### config.mk
export PLATFORM = sky130hd
export DESIGN_NAME = ist_cell
export DESIGN_NICKNAME = d
export VERILOG_FILES = /design/src/design/ist_pkg.sv /design/src/design/ist_cell.sv
export SDC_FILE = /design/constraint.sdc
export NUM_CORES = 1
export LEC_CHECK = 0
export ABC_AREA = 0
export BUFFER_PORTS_ARGS = -buffer_cell sky130_fd_sc_hd__clkbuf_2
export CORE_MARGIN = 2
export CORE_UTILIZATION = 55
export CTS_CLUSTER_DIAMETER = 40
export CTS_CLUSTER_SIZE = 10
export DETAILED_ROUTE_END_ITERATION = 12
export PLACE_DENSITY = 0.81
export SKIP_LAST_GASP = 1
export SLEW_MARGIN = 20
export SYNTH_ARGS = -nofsm -noshare
export SYNTH_HDL_FRONTEND = slang
export SYNTH_SLANG_ARGS = --single-unit
### constraint.sdc
create_clock -name clk -period 8.4 [get_ports clk]
set_clock_uncertainty 0.2 [all_clocks]
set_input_delay 0.42 -clock clk [delete_from_list [all_inputs] [get_ports clk]]
set_output_delay 0.42 -clock clk [all_outputs]
set_load 0.01 [all_outputs]
### src/design/ist_pkg.sv
// Shared types and codes for the interval set table.
package ist_pkg;

	typedef logic [2:0] op_t;

	localparam op_t OP_INCLUDE  = 3'd0;
	localparam op_t OP_EXCLUDE  = 3'd1;
	localparam op_t OP_TEST     = 3'd2;
	localparam op_t OP_READ     = 3'd3;
	localparam op_t OP_SHIFT_UP = 3'd4;
	localparam op_t OP_SHIFT_DN = 3'd5;

	typedef logic [1:0] status_t;

	localparam status_t ST_OK    = 2'd0;
	localparam status_t ST_FULL  = 2'd1;
	localparam status_t ST_SHIFT = 2'd2;

	typedef struct packed {
		op_t         op;
		logic [31:0] range_low;
		logic [31:0] range_high;
		logic [31:0] shift_amount;
	} req_t;

	typedef struct packed {
		status_t     status;
		logic        is_member;
		logic        entry_valid;
		logic [31:0] entry_begin;
		logic [31:0] entry_end;
		logic [4:0]  range_count;
		logic [31:0] covered_total;
	} rsp_t;

	// per-cell update command
	typedef enum logic [3:0] {
		CA_HOLD,
		CA_LOAD,
		CA_FROM_LEFT,
		CA_FROM_RIGHT,
		CA_MERGE_INC,
		CA_ABSORB,
		CA_END_LO,
		CA_BEG_HI,
		CA_SPLIT_HI,
		CA_ADD,
		CA_SUB
	} cell_act_t;

	// bound compares reported by each cell
	typedef struct packed {
		logic end_lt_lo;
		logic end_le_lo;
		logic beg_le_hi;
		logic beg_lt_hi;
		logic lo_gt_beg;
		logic hi_lt_end;
		logic holds_lo;
	} cell_flags_t;

endpackage

### src/design/ist_cell.sv
// One table slot: holds a range, compares it against the request, sums lengths down the row.
module ist_cell #(
	parameter int unsigned VALUE_BITS = 32
) (
	input  logic                   clk,
	input  logic                   arst_n,
	input  ist_pkg::cell_act_t     act,
	input  logic [VALUE_BITS-1:0]  lo,
	input  logic [VALUE_BITS-1:0]  hi,
	input  logic [VALUE_BITS-1:0]  amt,
	input  logic [VALUE_BITS-1:0]  left_beg,
	input  logic [VALUE_BITS-1:0]  left_end,
	input  logic [VALUE_BITS-1:0]  right_beg,
	input  logic [VALUE_BITS-1:0]  right_end,
	input  logic                   in_use,
	input  logic [31:0]            sum_in,
	output logic [VALUE_BITS-1:0]  cur_beg,
	output logic [VALUE_BITS-1:0]  cur_end,
	output ist_pkg::cell_flags_t   flags,
	output logic [31:0]            sum_out
);
	import ist_pkg::*;

	logic [VALUE_BITS-1:0] beg_q;
	logic [VALUE_BITS-1:0] end_q;
	logic [VALUE_BITS-1:0] len;
	logic [31:0]           sum_q;

	always_ff @(posedge clk) begin
		unique case (act)
			CA_HOLD: ;
			CA_LOAD: begin
				beg_q <= lo;
				end_q <= hi;
			end
			CA_FROM_LEFT: begin
				beg_q <= left_beg;
				end_q <= left_end;
			end
			CA_FROM_RIGHT: begin
				beg_q <= right_beg;
				end_q <= right_end;
			end
			CA_MERGE_INC: begin
				beg_q <= (lo < beg_q) ? lo : beg_q;
				end_q <= (hi > end_q) ? hi : end_q;
			end
			CA_ABSORB:   end_q <= (right_end > end_q) ? right_end : end_q;
			CA_END_LO:   end_q <= lo;
			CA_BEG_HI:   beg_q <= hi;
			CA_SPLIT_HI: begin
				beg_q <= hi;
				end_q <= left_end;
			end
			CA_ADD: begin
				beg_q <= beg_q + amt;
				end_q <= end_q + amt;
			end
			CA_SUB: begin
				beg_q <= beg_q - amt;
				end_q <= end_q - amt;
			end
			default: ;
		endcase
	end

	assign len = end_q - beg_q;

	// running total ripples one cell per cycle
	always_ff @(posedge clk or negedge arst_n) begin
		if (!arst_n) begin
			sum_q <= '0;
		end else begin
			sum_q <= sum_in + (in_use ? 32'(len) : 32'd0);
		end
	end

	assign cur_beg = beg_q;
	assign cur_end = end_q;
	assign sum_out = sum_q;

	assign flags.end_lt_lo = end_q < lo;
	assign flags.end_le_lo = end_q <= lo;
	assign flags.beg_le_hi = beg_q <= hi;
	assign flags.beg_lt_hi = beg_q < hi;
	assign flags.lo_gt_beg = lo > beg_q;
	assign flags.hi_lt_end = hi < end_q;
	assign flags.holds_lo  = (beg_q <= lo) && (lo < end_q);

endmodule

# == Word level (Yosys, flattened, before mapping) ==
# Cells that the tools add are included.
# totals
latchBits,0
inputBits,263
rom_bits,0
ff_bits,96
memories,0
mem_bits_rw,0
# op_classes
order_cmp,11
n_reduce_logical,7
bitwise,0
n_addsub,6
n_shift,0
div,0
n_eq_ne,13
n_mux,6
mul,0
# ops
cell,n
$pmux W32 S8,1
$pmux W32 S7,1
$lt A32 B32 Y1,5
$mux W32,4
$add A32 B32 Y32,3
$gt A32 B32 Y1,3
$le A32 B32 Y1,3
$sub A32 B32 Y32,3
$eq A4 B3 Y1 const B,4
$eq A4 B4 Y1 const B,3
$eq A4 B2 Y1 const B,2
$reduce_bool A8 Y1,1
$reduce_bool A7 Y1,1
$ne A2 B2 Y1 const B,3
$eq A4 B1 Y1 const B,1
$reduce_or A2 Y1,2
$reduce_and A3 Y1,1
$reduce_and A2 Y1,1
$logic_and A1 B1 Y1,1

# == Longest topological paths before layout ==
# Gate-level depths: netlist of run 1.
# logic_depth
depth_word,4
depth_mapped,27
mapped_depth_nobuf,27

# == Worst setup path before layout of run 1 ==
# OpenSTA, ideal clock, no wires.
# synth_path
path_kind,register to register
startpoint,"reg beg_q[1], in the netlist cur_beg[1]"
endpoint,"reg sum_q[31], in the netlist sum_out[31]"
arrival_time_ns,4.963
setup_ns,0.122
stages_incl_launch_ff,28
path_slack_ns,3.115
t_required_ns,8.078
path_cell_list,edfxtp_1 > inv_1 > ha_1 > nor2b_1 > o21ai_0 > a21oi_1 > o21ai_0 > a21oi_1 > a21o_1 > a21o_1 > a21oi_1 > o21bai_1 > a21oi_1 > xnor2_1 > and2_1 > ha_1 > a21o_1 > a21oi_1 > and3_1 > o21ai_0 > a31oi_1 > o221ai_1 > a41oi_1 > o31ai_1 > o31ai_1 > nand3_1 > o311a_1 > xor2_1
# synth_via
elab_chain_cells,3
# synth_lines
item,line,text
"start, declared",ist_cell.sv:24,logic [VALUE_BITS-1:0] beg_q;
"start signal, assigned",ist_cell.sv:33,beg_q <= lo;
"start signal, assigned",ist_cell.sv:37,beg_q <= left_beg;
"start signal, assigned",ist_cell.sv:41,beg_q <= right_beg;
$sub A32 B32 Y32,ist_cell.sv:67,assign len = end_q - beg_q;
$mux W32,ist_cell.sv:74,sum_q <= sum_in + (in_use ? 32'(len) : 32'd0);
$add A32 B32 Y32,ist_cell.sv:74,
"end signal, assigned",ist_cell.sv:74,
"end, declared",ist_cell.sv:27,logic [31:0] sum_q;
# No other way between the ends.
# A chain may end at the register's enable or synchronous reset.

# == Worst setup path in the final report of run 1 ==
# Same ends and word-level chain as after synthesis.

==> results of run 1 <==
[kinds of logic after synthesis]
kind of cell | count (synthesis)
buffers and inverters | 228
and+or+nand+nor | 541
DFF | 96
AOI/OAI and AO/OA | 608
adders and majority gates | 275
muxes | 3
xor gates and xnor gates | 150
[metal layers]
layer / global-route usage / vias up / wire length (µm)
met5: 0 / - / 12
met4: 0.232 / 2 / 3740
met3: 0.0699 / 213 / 6400
met2: 0.652 / 1073 / 27200
met1: 0.528 / 7864 / 24900
li1: - / 7847 / -
[power groups by stage]
stage	Sequential [mW]	Clock, mW	Combinational [mW]
2_1_floorplan	0.787	0	1.29
3_3_place_gp	0.779	0	1.92
3_5_place_dp	0.779	0	1.95
4_1_cts	0.769	0.412	1.96
5_1_grt	0.786	0.429	2.21
6_report	0.775	0.415	2.00
[placed cells by master, fill, tap and decap left out, drive strengths merged, types with 5 or more instances in the layout]
cell / n
clkbuf: 376
ha: 257
inv: 173
a21oi: 151
nand2: 129
o21ai: 123
xnor2: 98
nor2: 91
edfxtp: 64
a222oi: 56
xor2: 48
nand2b: 48
nor2b: 47
a21o: 44
nand3: 43
nand4: 42
nor3: 39
and2: 33
o211ai: 33
dfrtp: 32
o21a: 27
o221ai: 24
o31ai: 23
a31oi: 21
a211oi: 15
buf: 14
maj3: 14
or2: 13
a21boi: 13
and3: 12
nor4: 10
a22oi: 9
or3: 9
a221o: 8
o21bai: 7
nor3b: 7
a211o: 6
o2111ai: 5
a31o: 5
[state kept, by name, summed over array words and instances (netlist names)]
register / count
cur_end: 32
sum_out: 32
cur_beg: 32
[layout make-up]
class	count	area [µm²]	area share
Antenna cell	2	5.00	0.000278
Sequential cell	96	2720	0.151
Timing Repair Buffer	380	1950	0.108
Inverter	172	646	0.0359
Clock buffer	11	233	0.0129
Tap cell	378	473	0.0263
Clock inverter	5	32.5	0.00181
Multi-Input combinational cell	1577	11900	0.664
[final timing paths]
| check | to | from | slack (ns) | cells past startpoint |
|---|---|---|---|---|
| setup reg to reg | sum_out[31] | cur_beg[1] | 2.16 | 27 |
| setup / recovery | sum_out[31] | cur_beg[1] | 2.16 | 27 |
| min in group asynchronous | sum_out[3] | arst_n | 0.43 | 2 |
| max in group asynchronous | sum_out[30] | arst_n | 7.09 | 2 |
| hold reg to reg | sum_out[0] | cur_beg[0] | 0.75 | 3 |
| hold / removal | sum_out[0] | sum_in[0] | 0.08 | 2 |
[worst max-delay path, stage by stage, from the launching register on]
cell and delay [ns]:
edfxtp_1 0.49, inv_1 0.13, ha_1 0.30, nor2b_1 0.12, o21ai_0 0.22, a21oi_1 0.12, o21ai_0 0.28, a21oi_1 0.11
a21o_1 0.21, a21o_1 0.18, a21oi_1 0.24, o21bai_1 0.10, a21oi_1 0.19, xnor2_1 0.10, and2_1 0.17, ha_1 0.21
a21o_1 0.18, a21oi_1 0.24, and3_1 0.20, o21ai_0 0.10, a31oi_1 0.37, o221ai_1 0.27, a41oi_1 0.38, o31ai_1 0.19
o31ai_1 0.37, nand3_1 0.12, o311a_1 0.16, xor2_1 0.15
[stage by stage]
step	hold WS [ns]	area (µm²)	total power, mW	util
after global placement	0.306	17700	2.69	0.637
after global routing	0.0987	18000	3.42	0.648
after floorplan	-0.0756	15500	2.08	-
after CTS	0.0791	18000	3.14	0.647
final	0.0751	18000	3.19	0.648
after detailed placement	0.310	17700	2.73	0.637
==> flow_summary.ini, run 1 <==
[floorplanning]
fp.dieW_um = 172
rows = 61
core_area_um2 = 27800
dieArea_um2 = 29500
start_util = 0.557
ioPinCount = 366
fp.dieH_um = 172

[yosys]
yosys.cell_types.count = 93
async_flop_share = 0.333
synth_seq_cells = 96
synth_fp_nets = 2425
ys_seq_area_frac = 0.176
synthFlopType = edfxtp_1
synth_compound_area_frac = 0.270
synth-simple-area-share = 0.182
synth_top_cell_by_area = ha_1
syn_area_um2 = 15500
post-synth-top-count-cell = ha_1
synth_edf_count = 64
synthAdderAreaFrac = 0.222
synth_top_area_share = 0.208
synthCells = 1901
synth_top_family_by_area = compound AO/OA/AOI/OAI gates
muxShareOfSynthArea = 0.00194
avgSynthCellArea_um2 = 8.14
ys_top_cells_by_count = ha_1 (257), inv_1 (172), a21oi_1 (150)
ys_top_cells_by_area = ha_1 (21%), edfxtp_1 (12%), xnor2_1 (5.5%), dfrtp_1 (5.2%), a21oi_1 (4.8%)
yosys_warnings = 0
synth_xor_area_frac = 0.0899

[place]
preCtsSetupSlack_ns = 2.25
placedCellCount = 2601
port_buffers = 365
dp_hpwl_um = 51500
gp_congestion = 0.985

[cts]
clk_pin_slew_worst_paths_ns = 0.07
cts-resized-gates = 0
cts_tree = done
insertion_delay_ns = 0.38
htree_levels = 3
hold_buffers = 1
clk_path_buf_depth = 2
cts.sinks = 96
cts_setup_buffers = 0
cts_buffers = 9
clockRootBuffer = clkbuf_16

[routing]
vias = 17000
initialDrtViolationCount = 1975
wl_um = 62300
firstDrtPassIters = 7
wl_per_cell_um = 23.8
routed_via_density = 6.49
drc = 0
drtAntennaViolNets = 0

[flow_run]
maxCapViolCount = 0

[global_route]
grt_use_total = 0.411
grt_pass1_vias = 15900
antenna_found_initial = 4
grt-ovfl-total = 0
grt_max_degree = 33
grt_pass1_wl_um = 91100

[cells_and_area]
drive_above_1_share = 0.199
filler_cell_count = 2546
stdcell_count = 2621
area_growth_pct = 16.3
fin_nets = 2760

[setup_path]
cp-start-kind = flip-flop
critPathRequiredTime_ns = 8.45
path_max_fanout = 6
end_kind = flip-flop
arrival_ns = 6.29
crit_type = reg2reg

[sta]
max_slew.worst_pin.slew_ns = 1.17
relSlewSlack = 0.221
hold_viol_final = 0
max_freq_mhz = 160
post-route-period-util = 0.743
setup_viol = 0
report.final.slew_viol_count = 0
setup_tns_ns = 0
period_minus_slack_ns = 6.24
setup_ws_ns = 2.16
rsz0062_at_grt = false

[power_and_ir_drop]
p_leak_nw = 8.65
p_sw_mw = 1.51
seqPwrFrac = 0.243
combPwrFrac = 0.627
switching_share = 0.472
irDropWorstVdd_v = 0.000140
p_per_area_nw_per_um2 = 177
internal_power_mw = 1.69
pwr-share-clk = 0.130

[worst_hold_path]
hold_class = in2reg

[status]
status = completed
Note: power is estimated with default switching activity, not from simulation.
==> run 2, diff against run 1 <==
- ABC_AREA: 0 -> 1
- clock period: 8.4 -> 6.35 ns (I/O delays scaled with it)
==> flow_summary.ini, run 2 <==
[yosys]
synth_edf_count = 64
post-synth-top-count-cell = nand2_1
yosys_warnings = 0
ys_top_cells_by_area = ha_1 (19%), nand2_1 (14%), edfxtp_1 (11%), inv_1 (8.0%), a21oi_1 (6.8%)
synth_seq_cells = 96
avgSynthCellArea_um2 = 6.45
synth_top_cell_by_area = ha_1
synthCells = 2605
ys_seq_area_frac = 0.162
synth_fp_nets = 3129
synthFlopType = edfxtp_1
synth_top_area_share = 0.191
async_flop_share = 0.333
yosys.cell_types.count = 62
syn_area_um2 = 16800
ys_top_cells_by_count = nand2_1 (623), inv_1 (358), ha_1 (257)

[routing]
drc = 0
wl_um = 73800
vias = 21300
firstDrtPassIters = 7
routed_via_density = 6.34
wl_per_cell_um = 22.0
drtAntennaViolNets = 0
initialDrtViolationCount = 2838

[setup_path]
slowest_delay_ns = 0.48
end_kind = flip-flop
cpMostUsedCell = nand2_1
critPathRequiredTime_ns = 6.45
cp-start-kind = flip-flop
crit_slowest_cell = edfxtp_1
path_max_fanout = 5
crit_type = reg2reg
arrival_ns = 5.20

[sta]
post-route-period-util = 0.803
max_slew.worst_pin.slew_ns = 1.16
max_freq_mhz = 196
setup_tns_ns = 0
period_minus_slack_ns = 5.10
relSlewSlack = 0.228
hold_viol_final = 0
setup_ws_ns = 1.25
setup_viol = 0
report.final.slew_viol_count = 0
rsz0062_at_grt = false

[cells_and_area]
final_cell_mix = nand2_1 (623), clkbuf_2 (365), inv_1 (358)
filler_cell_count = 2885
fin_nets = 3488
area_growth_pct = 15.6
final_common_cell = nand2_1
drive_above_1_share = 0.161

[place]
dp_hpwl_um = 62300
port_buffers = 365
gp_congestion = 1.05
preCtsSetupSlack_ns = 1.43

[floorplanning]
core_area_um2 = 29900
fp.dieH_um = 179
start_util = 0.562
ioPinCount = 366
dieArea_um2 = 32000
fp.dieW_um = 179
rows = 63

[cts]
cts_buffers = 9
clk_pin_slew_worst_paths_ns = 0.09
cts.sinks = 96
insertion_delay_ns = 0.39
htree_levels = 3
cts_tree = done
clk_path_buf_depth = 2
clockRootBuffer = clkbuf_16

[global_route]
grt-ovfl-total = 0
grt_pass1_wl_um = 108000
grt_max_degree = 43
grt_use_total = 0.448
grt_pass1_vias = 19700
antenna_found_initial = 5

[power_and_ir_drop]
p_per_area_nw_per_um2 = 234
irDropWorstVdd_v = 0.000152
p_leak_nw = 10.4

[status]
status = completed

[flow_run]
maxCapViolCount = 0

[worst_hold_path]
hold_class = in2reg
==> run 2: cell count changes after synthesis, moves of 39 or more <==
cell,previous run,this run
nand2_1,129,623
inv_1,172,358
nand3_1,43,194
nor2_1,90,233
xnor2_1,97,19
a21oi_1,150,227
a222oi_1,56,0
nand2b_1,48,0
nor2b_1,47,0
a21o_1,44,5
==> run 2: where the power goes <==
part	switching, mW	internal, mW
sequential	0.170	0.861
clock	0.307	0.315
combinational	1.90	0.993
==> run 2: worst max-delay path: cells and delay by family, from the launching register on <==
family	cells	cell delay, ns
AND/OR/NAND/NOR	14	1.30
AO/OA/AOI/OAI	6	1.56
buffers and inverters	5	0.39
flip-flops	1	0.48
adder cells (fa/ha/maj)	3	0.97
XOR/XNOR	1	0.14
==> run 2: through the flow <==
stage	area (µm²)	power, mW	cells	util	hold slack [ns]
floorplan	16800	2.80	2605	-	-0.178
finish	19400	4.55	3360	0.650	0.0263
detailed placement	19100	3.81	3341	0.639	0.229
global route	19400	4.84	3359	0.650	0.0399
CTS	19400	4.43	3359	0.650	0.0212
global placement	19100	3.73	3341	0.639	0.220
==> run 2: final cells by class <==
class | instances | area [µm²] | share of cell area
Multi-Input combinational cell | 2106 | 12600 | 0.646
Antenna cell | 1 | 2.50 | 0.000129
Tap cell | 390 | 488 | 0.0251
Clock buffer | 9 | 225 | 0.0116
Sequential cell | 96 | 2720 | 0.140
Timing Repair Buffer | 382 | 1960 | 0.101
Clock inverter | 7 | 85.1 | 0.00438
Inverter | 369 | 1390 | 0.0713
==> run 2: kinds of logic (layout without fill, tap and decap cells) <==
logic type,after synthesis,after routing,synth area share
AOI/OAI and AO/OA,559,559,0.201
xor gates and xnor gates,61,61,0.0318
buffers and inverters,403,767,0.0913
adders and majority gates,261,261,0.196
DFF,96,96,0.162
and+or+nand+nor,1225,1225,0.318
other,0,1,0
==> run 2: repair_timing <==
action	in CTS	in global routing
setup buffers	0	0
hold endpoints to repair	33	0
hold buffers	2	0
gates resized for setup	0	0
==> run 2: final timing paths <==
check / startpoint / endpoint / slack [ns] / cells past startpoint
setup / recovery: cur_end[0] / sum_out[29] / 1.25 / 29
hold / removal: left_end[11] / cur_end[11] / 0.03 / 3
setup reg to reg: cur_end[0] / sum_out[29] / 1.25 / 29
hold reg to reg: cur_end[31] / cur_end[31] / 0.74 / 5
max in group asynchronous: arst_n / sum_out[28] / 5.09 / 2
min in group asynchronous: arst_n / sum_out[3] / 0.35 / 2
==> run 2: layer usage <==
layer	routed length, µm	vias up	global-route usage
met3	10300	276	0.101
met2	31300	1642	0.699
li1	-	9697	-
met1	28500	9691	0.595
met5	27	-	0
met4	3620	4	0.184
==> run 3, diff against run 2 <==
- ABC_AREA: 1 -> 0
- clock period: 6.35 -> 5.3 ns (I/O delays scaled with it)
==> flow_summary.ini, run 3 (same netlist as run 1, synthesis figures left out) <==
[status]
status = completed

[routing]
routed_via_density = 6.53
wl_um = 65500
drc = 0
firstDrtPassIters = 9
drtAntennaViolNets = 0
wl_per_cell_um = 24.1
initialDrtViolationCount = 2275
vias = 17800

[setup_path]
crit_type = reg2reg
rr_worst_depth = 27
crit_slowest_cell = edfxtp_1
arrival_ns = 5.27
crit_buf_inv = 2
end_kind = flip-flop
cpMostUsedCell = a21oi_2
timing.rr.end = sum_out[31]
slowest_delay_ns = 0.41
path_max_fanout = 3
cp-start-kind = flip-flop
critPathRequiredTime_ns = 5.40
cpLargestDelayFamily = compound AO/OA/AOI/OAI gates
r2r_setup_slack_ns = 0.12
r2r_start = cur_beg[1]

[cells_and_area]
final_cell_mix = clkbuf_2 (365), ha_1 (257), inv_1 (171)
final_common_cell = clkbuf_2
filler_cell_count = 2465
drive_above_1_share = 0.239
stdcell_count = 2720
area_growth_pct = 21.9
final_area_um2 = 18900
fin_nets = 2859
utilization = 0.680

[place]
dp_hpwl_um = 53400
preCtsSetupSlack_ns = -0.173
port_buffers = 365
placedCellCount = 2696
gp_congestion = 1.04
place_area_um2 = 18400

[worst_hold_path]
hold_depth = 3
hold_path_end = cur_beg[23]
hold_class = in2reg
hp-start = right_beg[23]

[global_route]
grt-ovfl-total = 0
grt_max_degree = 33
grt_use_total = 0.428
grt_pass1_wl_um = 95500
antenna_found_initial = 3
grt_pass1_vias = 16800

[flow_run]
maxCapViolCount = 0

[power_and_ir_drop]
p_leak_nw = 9.16
irDropWorstVdd_v = 0.000203
p_per_area_nw_per_um2 = 286

[sta]
setup_viol = 0
relSlewSlack = 0.246
holdWs_ns = 0.00956
post-route-period-util = 0.977
report.final.slew_viol_count = 0
period_minus_slack_ns = 5.18
setup_ws_ns = 0.122
hold_viol_final = 0
max_freq_mhz = 193
max_slew.worst_pin.slew_ns = 1.13

[floorplanning]
fp.dieW_um = 172
rows = 61
start_util = 0.557
core_area_um2 = 27800
dieArea_um2 = 29500
fp.dieH_um = 172
ioPinCount = 366

[cts]
cts_tree = done
insertion_delay_ns = 0.37
cts_buffers = 9
clk_pin_slew_worst_paths_ns = 0.07
clockRootBuffer = clkbuf_16
cts.sinks = 96
htree_levels = 3
clk_path_buf_depth = 2
[run 3: layer usage]
layer  global-route usage  vias to the layer above  share of wire  routed length (µm)
met2                0.679                     1232           0.44               28600
met4                0.214                        2          0.056                3670
li1                     -                     8036              -                   -
met1                0.565                     8236           0.39               25800
met3               0.0660                      246           0.11                7430
met5                    0                        -        0.00023                  15
[run 3: through the flow]
stage                     power [mW]  setup TNS, ns
after global routing            5.75         -0.114
after detailed placement        4.51         -0.227
after floorplan                 3.30              0
after global placement          4.43              0
after CTS                       5.23              0
final                           5.40              0
[run 3: power by group]
| part | switching (mW) | internal, mW |
|---|---|---|
| registers | 0.135 | 1.02 |
| logic | 2.03 | 1.50 |
| clock network | 0.337 | 0.376 |
| total | 2.50 | 2.90 |
[run 3: worst max-delay path by stage]
stage,startpoint,endpoint,depth (start not counted)
after floorplan,cur_beg[1],sum_out[31],27
after global placement,cur_end[0],sum_out[31],25
after detailed placement,cur_beg[1],sum_out[31],27
after CTS,cur_end[0],sum_out[31],25
after global routing,cur_beg[1],sum_out[31],27
final,cur_beg[1],sum_out[31],27
[run 3: final cells by class]
cell class	count	area [µm²]	share of cell area
timing repair buffer	479	2690	0.143
clock buffer	15	289	0.0153
multi-input combinational	1577	12000	0.638
clock inverter	1	6.26	0.000331
antenna	2	5.00	0.000265
tap	378	473	0.0250
inverter	172	646	0.0342
sequential	96	2720	0.144
[run 3: what timing repair did]
| action | CTS | global route |
|---|---|---|
| setup buffers | 0 | 2 |
| setup endpoints to repair | 2 | 7 |
| hold buffers | 4 | 0 |
| pin swaps | 3 | 10 |
| gates resized for setup | 6 | 22 |
| hold endpoints to repair | 35 | 0 |
| cloned | 0 | 0 |
[run 3: worst min-delay path, stage by stage]
cell	delay, ns
clkbuf_2	0.08
a222oi_1	0.06
o221ai_1	0.07
